[src/sv/sab_pkg.sv]
// Shared types, constants and helpers for the slot allocator bitmap core.
// No dependencies; every other file of the block refers to this package.
package sab_pkg;

    // Built slot count and derived widths
    localparam int SLOTS   = 64;
    localparam int SLOT_W  = $clog2(SLOTS);
    localparam int CNT_W   = $clog2(SLOTS + 1);
    localparam int BYTES_W = 13;
    localparam int OFF_W   = 19;
    localparam int PROD_W  = SLOT_W + BYTES_W;
    localparam int KIND_W  = 3;
    localparam int STAT_W  = 2;
    localparam int CFG_IDX_W  = 1;
    localparam int CFG_DATA_W = 13;

    localparam logic [OFF_W-1:0]   OFF_MAX       = '1;
    localparam logic [CNT_W-1:0]   CAP_RESET     = CNT_W'(SLOTS);
    localparam logic [BYTES_W-1:0] BYTES_RESET   = BYTES_W'(1);

    // Request kinds
    localparam logic [KIND_W-1:0] KIND_ALLOC      = 3'd0;
    localparam logic [KIND_W-1:0] KIND_FREE       = 3'd1;
    localparam logic [KIND_W-1:0] KIND_FIND_FIRST = 3'd2;
    localparam logic [KIND_W-1:0] KIND_FIND_NEXT  = 3'd3;
    localparam logic [KIND_W-1:0] KIND_CLEAR      = 3'd4;

    // Result status codes
    localparam logic [STAT_W-1:0] STAT_OK    = 2'd0;
    localparam logic [STAT_W-1:0] STAT_FULL  = 2'd1;
    localparam logic [STAT_W-1:0] STAT_RANGE = 2'd2;

    // Configuration register indexes
    localparam logic [CFG_IDX_W-1:0] REG_CAPACITY   = 1'd0;
    localparam logic [CFG_IDX_W-1:0] REG_SLOT_BYTES = 1'd1;

    typedef struct packed {
        logic [CNT_W-1:0]  slot;
        logic [OFF_W-1:0]  byte_offset;
        logic [STAT_W-1:0] status;
        logic [CNT_W-1:0]  occupied_count;
    } t_rsp;

    typedef struct packed {
        logic              found;
        logic [SLOT_W-1:0] idx;
    } t_find;

    // Lowest set bit of a slot vector
    function automatic t_find lowest_set(input logic [SLOTS-1:0] v);
        t_find r;
        r.found = |v;
        r.idx   = '0;
        for (int i = SLOTS - 1; i >= 0; i--) begin
            if (v[i]) begin
                r.idx = SLOT_W'(i);
            end
        end
        return r;
    endfunction

endpackage

[src/sv/sab_if.sv]
// Handshake channel interfaces for the slot allocator: request, response, config.
// Depends on sab_pkg for field widths.
interface sab_req_if;
    logic                            valid;
    logic                            ready;
    logic [sab_pkg::KIND_W-1:0]      kind;
    logic [sab_pkg::SLOT_W-1:0]      index;

    modport source (output valid, kind, index, input ready);
    modport sink   (input valid, kind, index, output ready);
endinterface

interface sab_rsp_if;
    logic                            valid;
    logic                            ready;
    logic [sab_pkg::CNT_W-1:0]       slot;
    logic [sab_pkg::OFF_W-1:0]       byte_offset;
    logic [sab_pkg::STAT_W-1:0]      status;
    logic [sab_pkg::CNT_W-1:0]       occupied_count;

    modport source (output valid, slot, byte_offset, status, occupied_count, input ready);
    modport sink   (input valid, slot, byte_offset, status, occupied_count, output ready);
endinterface

interface sab_cfg_if;
    logic                            valid;
    logic                            ready;
    logic [sab_pkg::CFG_IDX_W-1:0]   index;
    logic [sab_pkg::CFG_DATA_W-1:0]  data;

    modport source (output valid, index, data, input ready);
    modport sink   (input valid, index, data, output ready);
endinterface

[src/sv/slot_allocator_bitmap_core.sv]
// Top level of the bitmap first-fit slot allocator.
// Depends on sab_pkg, the channel interfaces in sab_if.sv and sab_ops.
//
// Slot allocator over a 64-slot occupancy bitmap, all free after reset.
// Requests: allocate (lowest free slot below capacity, with its byte offset
// slot * slot_bytes), free, find first occupied, find next occupied after an
// index, and clear all. Every response also carries the occupied count over
// all slots. Each request is held in an input register and evaluated against
// the bitmap combinationally; the result loads the output register when that
// register is empty or drains. One request is taken every cycle unless the
// output stalls. The bitmap and count update at the same edge that loads the
// response, so back-to-back requests always see each other's effect. The
// output register holds under backpressure and stalls the input stage only
// when both are full. Capacity writes keep the low 7 data bits, and values
// above 64 are then clamped to 64 when stored; configuration writes are
// always accepted and should be made only while no request is in flight.

module slot_allocator_bitmap_core (
    input  logic          i_clk,
    input  logic          i_rst_n,
    sab_req_if.sink       i_req,
    sab_rsp_if.source     o_rsp,
    sab_cfg_if.sink       i_cfg
);

    // Configuration registers
    logic [sab_pkg::CNT_W-1:0]   r_cap;
    logic [sab_pkg::BYTES_W-1:0] r_slot_bytes;

    // Input stage
    logic                        r_s1_valid;
    logic [sab_pkg::KIND_W-1:0]  r_s1_kind;
    logic [sab_pkg::SLOT_W-1:0]  r_s1_index;

    // Allocator state
    logic [sab_pkg::SLOTS-1:0]   r_bits;
    logic [sab_pkg::CNT_W-1:0]   r_count;
    logic [sab_pkg::SLOTS-1:0]   n_bits;
    logic [sab_pkg::CNT_W-1:0]   n_count;

    // Output stage
    logic                        r_out_valid;
    sab_pkg::t_rsp               r_out;
    sab_pkg::t_rsp               n_out;

    logic                        s1_adv;
    logic                        req_acc;
    logic [sab_pkg::CNT_W-1:0]   cap_wr;

    // Advance the input stage when the output register is empty or drains
    assign s1_adv  = r_s1_valid && (!r_out_valid || o_rsp.ready);
    assign i_req.ready = !r_s1_valid || s1_adv;
    assign req_acc = i_req.valid && i_req.ready;

    assign i_cfg.ready = 1'b1;

    // Clamp capacity to the built slot count on write
    assign cap_wr = (i_cfg.data[sab_pkg::CNT_W-1:0] > sab_pkg::CNT_W'(sab_pkg::SLOTS))
                  ? sab_pkg::CNT_W'(sab_pkg::SLOTS) : i_cfg.data[sab_pkg::CNT_W-1:0];

    sab_ops u_ops (
        .i_bits       (r_bits),
        .i_count      (r_count),
        .i_cap        (r_cap),
        .i_slot_bytes (r_slot_bytes),
        .i_kind       (r_s1_kind),
        .i_index      (r_s1_index),
        .o_bits       (n_bits),
        .o_count      (n_count),
        .o_rsp        (n_out)
    );

    // Control state, configuration and bitmap
    always_ff @(posedge i_clk) begin
        if (!i_rst_n) begin
            r_cap        <= sab_pkg::CAP_RESET;
            r_slot_bytes <= sab_pkg::BYTES_RESET;
            r_s1_valid   <= 1'b0;
            r_out_valid  <= 1'b0;
            r_bits       <= '0;
            r_count      <= '0;
        end else begin
            if (i_cfg.valid && i_cfg.ready) begin
                case (i_cfg.index)
                    sab_pkg::REG_CAPACITY:   r_cap        <= cap_wr;
                    sab_pkg::REG_SLOT_BYTES: r_slot_bytes <= i_cfg.data[sab_pkg::BYTES_W-1:0];
                    default: begin
                        r_cap <= r_cap;
                    end
                endcase
            end
            if (req_acc) begin
                r_s1_valid <= 1'b1;
            end else if (s1_adv) begin
                r_s1_valid <= 1'b0;
            end
            if (s1_adv) begin
                r_out_valid <= 1'b1;
                r_bits      <= n_bits;
                r_count     <= n_count;
            end else if (o_rsp.ready) begin
                r_out_valid <= 1'b0;
            end
        end
    end

    // Payload registers: load on accept / advance, hold otherwise
    always_ff @(posedge i_clk) begin
        if (req_acc) begin
            r_s1_kind  <= i_req.kind;
            r_s1_index <= i_req.index;
        end
        if (s1_adv) begin
            r_out <= n_out;
        end
    end

    assign o_rsp.valid          = r_out_valid;
    assign o_rsp.slot           = r_out.slot;
    assign o_rsp.byte_offset    = r_out.byte_offset;
    assign o_rsp.status         = r_out.status;
    assign o_rsp.occupied_count = r_out.occupied_count;

endmodule

[src/sv/sab_ops.sv]
// Combinational request evaluation: search, offset, bitmap and count update.
// Depends on sab_pkg.
module sab_ops (
    input  logic [sab_pkg::SLOTS-1:0]   i_bits,
    input  logic [sab_pkg::CNT_W-1:0]   i_count,
    input  logic [sab_pkg::CNT_W-1:0]   i_cap,
    input  logic [sab_pkg::BYTES_W-1:0] i_slot_bytes,
    input  logic [sab_pkg::KIND_W-1:0]  i_kind,
    input  logic [sab_pkg::SLOT_W-1:0]  i_index,
    output logic [sab_pkg::SLOTS-1:0]   o_bits,
    output logic [sab_pkg::CNT_W-1:0]   o_count,
    output sab_pkg::t_rsp               o_rsp
);

    logic [sab_pkg::SLOTS-1:0]  cap_mask;
    logic [sab_pkg::SLOTS-1:0]  from_mask;
    logic [sab_pkg::CNT_W-1:0]  from;
    sab_pkg::t_find             free_hit;
    sab_pkg::t_find             occ_hit;
    logic [sab_pkg::SLOT_W-1:0] sel_idx;
    logic [sab_pkg::PROD_W-1:0] prod;
    logic [sab_pkg::OFF_W-1:0]  offset;

    assign from = (i_kind == sab_pkg::KIND_FIND_FIRST) ? '0
                : {1'b0, i_index} + sab_pkg::CNT_W'(1);

    always_comb begin
        for (int i = 0; i < sab_pkg::SLOTS; i++) begin
            cap_mask[i]  = sab_pkg::CNT_W'(i) < i_cap;
            from_mask[i] = sab_pkg::CNT_W'(i) >= from;
        end
    end

    assign free_hit = sab_pkg::lowest_set(~i_bits & cap_mask);
    assign occ_hit  = sab_pkg::lowest_set(i_bits & cap_mask & from_mask);

    assign sel_idx = (i_kind == sab_pkg::KIND_ALLOC) ? free_hit.idx : occ_hit.idx;
    assign prod    = sab_pkg::PROD_W'(sel_idx) * sab_pkg::PROD_W'(i_slot_bytes);
    // Saturate only matters if the slot or size range ever grows
    assign offset  = (prod > sab_pkg::PROD_W'(sab_pkg::OFF_MAX)) ? sab_pkg::OFF_MAX
                   : sab_pkg::OFF_W'(prod);

    always_comb begin
        o_bits  = i_bits;
        o_count = i_count;
        o_rsp   = '0;
        case (i_kind)
            sab_pkg::KIND_ALLOC: begin
                if (free_hit.found) begin
                    o_rsp.slot           = {1'b0, free_hit.idx};
                    o_rsp.byte_offset    = offset;
                    o_bits[free_hit.idx] = 1'b1;
                    o_count              = i_count + sab_pkg::CNT_W'(1);
                end else begin
                    o_rsp.slot   = i_cap;
                    o_rsp.status = sab_pkg::STAT_FULL;
                end
            end
            sab_pkg::KIND_FREE: begin
                if ({1'b0, i_index} >= i_cap) begin
                    o_rsp.status = sab_pkg::STAT_RANGE;
                end else begin
                    o_bits[i_index] = 1'b0;
                    if (i_bits[i_index]) begin
                        o_count = i_count - sab_pkg::CNT_W'(1);
                    end
                end
            end
            sab_pkg::KIND_FIND_FIRST, sab_pkg::KIND_FIND_NEXT: begin
                if (occ_hit.found) begin
                    o_rsp.slot        = {1'b0, occ_hit.idx};
                    o_rsp.byte_offset = offset;
                end else begin
                    o_rsp.slot = i_cap;
                end
            end
            sab_pkg::KIND_CLEAR: begin
                o_bits  = '0;
                o_count = '0;
            end
            default: begin
                o_rsp = '0;
            end
        endcase
        o_rsp.occupied_count = o_count;
    end

endmodule

[src/flat_wrapper.sv]
// flat-port wrapper written by rule: the top's interface ports become plain ports
module slot_allocator_bitmap_core_flat 
  (i_clk, i_rst_n, i_req_valid, i_req_kind, i_req_index, i_req_ready, o_rsp_valid, o_rsp_slot, o_rsp_byte_offset, o_rsp_status, o_rsp_occupied_count, o_rsp_ready, i_cfg_valid, i_cfg_index, i_cfg_data, i_cfg_ready);
  sab_req_if i_req_i ();
  sab_rsp_if o_rsp_i ();
  sab_cfg_if i_cfg_i ();
  input  logic i_clk;
  input  logic i_rst_n;
  input wire logic [$bits(i_req_i.valid)-1:0] i_req_valid;
  input wire logic [$bits(i_req_i.kind)-1:0] i_req_kind;
  input wire logic [$bits(i_req_i.index)-1:0] i_req_index;
  output wire logic [$bits(i_req_i.ready)-1:0] i_req_ready;
  output wire logic [$bits(o_rsp_i.valid)-1:0] o_rsp_valid;
  output wire logic [$bits(o_rsp_i.slot)-1:0] o_rsp_slot;
  output wire logic [$bits(o_rsp_i.byte_offset)-1:0] o_rsp_byte_offset;
  output wire logic [$bits(o_rsp_i.status)-1:0] o_rsp_status;
  output wire logic [$bits(o_rsp_i.occupied_count)-1:0] o_rsp_occupied_count;
  input wire logic [$bits(o_rsp_i.ready)-1:0] o_rsp_ready;
  input wire logic [$bits(i_cfg_i.valid)-1:0] i_cfg_valid;
  input wire logic [$bits(i_cfg_i.index)-1:0] i_cfg_index;
  input wire logic [$bits(i_cfg_i.data)-1:0] i_cfg_data;
  output wire logic [$bits(i_cfg_i.ready)-1:0] i_cfg_ready;
  assign i_req_i.valid = i_req_valid;
  assign i_req_i.kind = i_req_kind;
  assign i_req_i.index = i_req_index;
  assign i_req_ready = i_req_i.ready;
  assign o_rsp_valid = o_rsp_i.valid;
  assign o_rsp_slot = o_rsp_i.slot;
  assign o_rsp_byte_offset = o_rsp_i.byte_offset;
  assign o_rsp_status = o_rsp_i.status;
  assign o_rsp_occupied_count = o_rsp_i.occupied_count;
  assign o_rsp_i.ready = o_rsp_ready;
  assign i_cfg_i.valid = i_cfg_valid;
  assign i_cfg_i.index = i_cfg_index;
  assign i_cfg_i.data = i_cfg_data;
  assign i_cfg_ready = i_cfg_i.ready;
  slot_allocator_bitmap_core u_core (.i_clk(i_clk), .i_rst_n(i_rst_n), .i_req(i_req_i), .o_rsp(o_rsp_i), .i_cfg(i_cfg_i));
endmodule
[config.mk]
export PLATFORM = sky130hd
export DESIGN_NAME = slot_allocator_bitmap_core_flat
export DESIGN_NICKNAME = d
export VERILOG_FILES = /design/src/sv/sab_pkg.sv /design/src/sv/sab_if.sv /design/src/sv/slot_allocator_bitmap_core.sv /design/src/sv/sab_ops.sv /design/src/flat_wrapper.sv
export SDC_FILE = /design/constraint.sdc
export NUM_CORES = 1
export LEC_CHECK = 0
export BUFFER_PORTS_ARGS = -buffer_cell sky130_fd_sc_hd__buf_4
export CAP_MARGIN = 25
export CORE_MARGIN = 1.5
export CORE_UTILIZATION = 55
export DETAILED_ROUTE_END_ITERATION = 12
export PLACE_DENSITY = 0.73
export SLEW_MARGIN = 5
export SYNTH_ARGS = -nofsm -noshare
export SYNTH_HDL_FRONTEND = slang
export SYNTH_SLANG_ARGS = --single-unit
[constraint.sdc]
create_clock -name i_clk -period 7.7 [get_ports i_clk]
set_clock_uncertainty 0.05 [all_clocks]
set_input_delay 1.54 -clock i_clk [delete_from_list [all_inputs] [get_ports i_clk]]
set_output_delay 1.54 -clock i_clk [all_outputs]
set_load 0.02 [all_outputs]
Word level (Yosys, flattened, before mapping) --
Index checks and enable logic that the tools add are counted.
Storage, ports and cells: flip-flop bits (word level) 137, bits in latches 0, bits in writable memories 0, ROM bits 0, output and inout port bits 38, word-level logic and storage cells 340, memories 0
Cells by class: add/sub/neg operators 3, multipliers 1, div/mod/pow operators 0, order comparisons 135, equal/unequal tests 6, shift-type cells 0, multiplexer cells 157, bitwise logic cells 8, reduce and logical (&&, ||, !) cells 18
Operators by type and width (number):
- $mux 6 | 129
- $and 64x64->64 | 4
- $ge 6x7->1 const A | 32
- $lt 6x7->1 const A | 32
- $pmux 64 s3 | 1
- $mux 64 | 2
- $not 64->64 | 2
- $reduce_or 64->1 | 2
- $ge 5x7->1 const A | 16
- $lt 5x7->1 const A | 16
- $or 64x64->64 | 1
- $mux 19 | 3
- $ge 4x7->1 const A | 8
- $lt 4x7->1 const A | 8
- $pmux 26 s2 | 1
- $mux 7 | 7
- $ge 3x7->1 const A | 4
- $lt 3x7->1 const A | 4
- $pmux 7 s3 | 1
- $gt 19x19->1 const B | 1
- $mul 6x13->19 | 1
- $ge 1x7->1 const A | 2
- $ge 2x7->1 const A | 2
- $lt 1x7->1 const A | 2
- 27 further kinds | 47

Depth between registers and ports, before layout --
word-level depth 74, depth in mapped cells 31

Hierarchy --
From an unflattened synthesis, not the netlist that was laid out.
Second synthesis, totals: cells, all modules 2091, area total of the unflattened synthesis 15411.0 µm²
Modules (own cells, without submodules):
- sab_ops | times used 1, cells an instance 1640, area each 10329.9 µm²
- slot_allocator_bitmap_core | times used 1, cells an instance 451, area each 5081.1 µm²

Worst setup path after synthesis --
No wires, ideal clock.
kind reg-to-reg, from register u_core.r_s1_index[0] (netlist bit), to register u_core.r_out, in the netlist u_core.o_rsp.byte_offset[17] (data pin), arrival time 6.792 ns, path slack 0.604 ns, cell stages (with the launch flop) 30, buffers on the path 3, path through edfxtp_1 -> ha_1 -> buf_2 -> nand3_1 -> xnor2_1 -> clkbuf_1 -> o21ai_0 -> a32o_1 -> a21oi_1 -> nand4b_1 -> nor3_2 -> nand2b_1 -> o21ai_1 -> buf_2 -> nand2_1 -> fa_1 -> fa_1 -> fa_1 -> inv_1 -> ha_1 -> nor2b_1 -> o21ai_0 -> a21boi_0 -> o211a_1 -> o21ai_0 -> a21oi_1 -> o41ai_1 -> o21ai_0 -> xnor2_1 -> nor2_1
RTL lines:
- start, declared | RTL line slot_allocator_bitmap_core.sv:33 | logic [sab_pkg::SLOT_W-1:0] r_s1_index;
- start signal, assigned | RTL line slot_allocator_bitmap_core.sv:111 | r_s1_index <= i_req.index;
- end signal, assigned | RTL line slot_allocator_bitmap_core.sv:114 | r_out <= n_out;
- end, declared | RTL line slot_allocator_bitmap_core.sv:43 | sab_pkg::t_rsp r_out;

==> results.yml <==
run_status:
  outcome: "finished clean"
detailed_routing:
  ant_nets: 0
  drt_pass1_iterations: 6
  wl_per_cell_um: 27.06
  dr.first_iter.drc_count: 2855
  drt_drc_violations_left: 0
  dr_total_vias: 18140
  wirelength_um: 68060
  via_per_inst: 7.214
global_route:
  globalRouteTotalUtil: 0.4705
  via_count_of_the_first_global_routing_pass: 16720
  grt_start_max_net_pins: 80
  grt_antenna_before_repair: 1
  global_route.overflow_total: 0
  first_pass_grt_wire_length_um: 100700
placement:
  detailed_place_hpwl_um: 51790
  gpl.final_weighted_congestion: 1.083
  post_place_instance_area_mm2: 0.01699
  place_ws_ns: -0.3376
  port_buffers: 64
clocking:
  htreeDepth: 4
  clk-insertion-delay-late_ns: 0.44
  cts_hold_buf: 0
  clockBufferDepth: 2
  tritoncts.num_buffers: 17
  tritoncts: "built"
  cts_root_buf: "clkbuf_16"
  clock_sinks: 137
  cts.clk_slew.worst_paths_ns: 0.08
pwr:
  cellLeakagePower_uw: 0.007170
  worst_ir_drop_vdd_v: 0.0001064
  p_per_area_mw_per_mm2: 117.3
timing:
  finalSetupViolations: 0
  period_minus_ws_final_ns: 7.639
  hold-worst-slack_ns: 0.4798
  fmaxAchievable_mhz: 130.9
  final_max_slew_viol_count: 0
  layout_worst_path_cycle_share: 0.9921
  normalized_max_slew_margin: 0.2553
  max_slew.worst_pin.slew_ns: 1.107
  timing.final.hold_violations: 0
  postLayoutSetupSlackWorst_ns: 0.06108
final_layout:
  drive_gt1_frac: 0.2309
  final_common_cell: "buf_4"
  design.final.nets: 2270
  diodes: 0
  final_core_util: 0.6787
  area_growth_syn_to_layout_pct: 21.53
  finish.instance_area_mm2: 0.01819
  nFillCells: 2246
  layout.cells.most_common_list: "buf_4 (300), nand2_1 (188), a21oi_1 (177)"
synth:
  synth-edff-count: 44
  synth_cell_type_count: 112
  post_synthesis_net_count: 2080
  synthesis.instances: 1971
  avgSynthCellArea_um2: 7.594
  ys_ff_latch: 137
  async_flop_share: 0
  post_synth_instance_area_mm2: 0.01497
  synth_sequential_area_ratio: 0.2127
  ys.warnings.count: 0
  synth_ff_type: "dfxtp_1"
worst_setup_path:
  worst_ep_arrival_time_ns: 7.88
  cpLargestDelayFamily: "compound AO/OA/AOI/OAI gates"
  worstPathMaxFanout: 9
  cpMostUsedCell: "buf_4"
  crit_path_end_kind: "flop"
  cp_num_buf_inv: 5
  setup.worst_path.class: "flop to flop"
  worst_path_max_delay_cell: "or4b_2"
  required_ns: 7.94
  sort_of_element_at_the_start_of_the_critical_path: "flop"
  critical_path.max_stage_delay_ns: 0.61
floorplan:
  num_rows: 60
  core_region_area_mm2: 0.02680
  ios: 66
  dieWidth_um: 168.0
  die_height_um: 168.0
  die_area_mm2: 0.02821
  initial_core_util: 0.5585
hold_path:
  hp-class: "flop to flop"
flow_run:
  maxCapViolations: 0
timing repair:
item	in CTS	in global routing
setup buffers	6	13
resized for setup	19	79
endpoints found under the setup margin	4	6
pin swaps	3	20
cloned	0	0
cells in the mapped netlist, types with 12 or more instances:
cell / number / area [µm²]
a211oi_1: 30 / 225.2
a21boi_0: 18 / 135.1
a21o_1: 24 / 180.2
a21oi_1: 185 / 925.9
a221oi_1: 22 / 192.7
a311oi_1: 14 / 122.6
a31oi_1: 29 / 181.4
and2_1: 53 / 331.6
and3_1: 16 / 100.1
buf_2: 41 / 205.2
clkbuf_1: 72 / 270.3
dfxtp_1: 93 / 1862
edfxtp_1: 44 / 1321
fa_1: 45 / 900.9
ha_1: 36 / 450.4
inv_1: 118 / 442.9
mux2_2: 12 / 135.1
nand2_1: 188 / 705.7
nand2b_1: 28 / 175.2
nand3_1: 52 / 260.3
nand4_1: 25 / 156.4
nor2_1: 149 / 559.3
nor2b_1: 25 / 156.4
nor3_1: 40 / 200.2
nor3b_1: 20 / 150.1
nor4_1: 18 / 112.6
o2111a_1: 13 / 146.4
o211ai_1: 31 / 232.7
o21a_1: 30 / 225.2
o21ai_0: 136 / 680.7
o221a_2: 22 / 247.7
o22ai_1: 22 / 137.6
or2_2: 14 / 87.58
or3_1: 13 / 81.33
area by class of cell:
class	instances	area, µm²	area share
timing repair buffer	310	2406	0.1323
sequential	137	3188	0.1753
tap	341	426.7	0.02346
multi-input combinational	1576	11100	0.6105
inverter	119	446.7	0.02456
clock buffer	18	439.2	0.02414
clock inverter	14	178.9	0.009836
per-layer routing:
| layer | GRT usage | part of all wire |
|---|---|---|
| met1 | 0.6409 | 0.39 |
| met4 | 0.2088 | 0.052 |
| met5 | 0 | 0.00015 |
| met3 | 0.1215 | 0.14 |
| met2 | 0.7013 | 0.42 |
logic make-up after synthesis:
family / Yosys count / share of synthesized area
buffers and inverters: 258 / 0.07323
other: 1 / 0.0002506
DFF: 137 / 0.2127
AOI/OAI and AO/OA: 761 / 0.3568
adders and majority gates: 81 / 0.09029
and+or+nand+nor: 700 / 0.2453
muxes: 14 / 0.01037
xor gates and xnor gates: 19 / 0.01112
sequential cells by signal (all words and copies together), names as in the netlist:
register and count:
u_core.o_rsp.slot 7, u_core.r_s1_index 6, u_core.r_count 7, u_core.r_s1_valid 1, u_core.o_rsp.valid 1, u_core.o_rsp.status 2
u_core.r_slot_bytes 13, u_core.r_s1_kind 3, u_core.r_cap 7, u_core.o_rsp.occupied_count 7, u_core.o_rsp.byte_offset 19, u_core.r_bits 64
final timing paths:
kind	cells after the start	endpoint	slack (ns)	start
min reg2reg	2	u_core.r_count[6]	0.48	u_core.r_count[6]
max reg2reg	29	u_core.o_rsp.byte_offset[18]	0.06	u_core.r_s1_index[1]
max	29	u_core.o_rsp.byte_offset[18]	0.06	u_core.r_s1_index[1]
min	2	u_core.r_count[6]	0.48	u_core.r_count[6]
worst register-to-register path: cells and delay by family, from the launching register on:
family / cells / cell delay (ns)
AOI/OAI and AO/OA: 14 / 2.82
xor gates and xnor gates: 1 / 0.18
and+or+nand+nor: 4 / 1.23
DFF: 1 / 0.48
adders and majority gates: 5 / 2.09
buffers and inverters: 5 / 0.65
through the flow:
stage / TNS [ns] / std cells / total power, µW
after global routing: -0.3354 / 2515 / 2172
final: 0 / 2515 / 2133
after detailed placement: -1.188 / 2462 / 1201
after CTS: 0 / 2500 / 2089
after floorplan: 0 / 1971 / 1023
after global placement: -0.5091 / 2461 / 1197
where the power goes:
group          switching [µW]  internal, µW  leakage, µW
combinational             299           153      0.00569
clock                     400           504     0.000303
sequential               15.6           761      0.00118
Power figures use the tool's default switching activity.
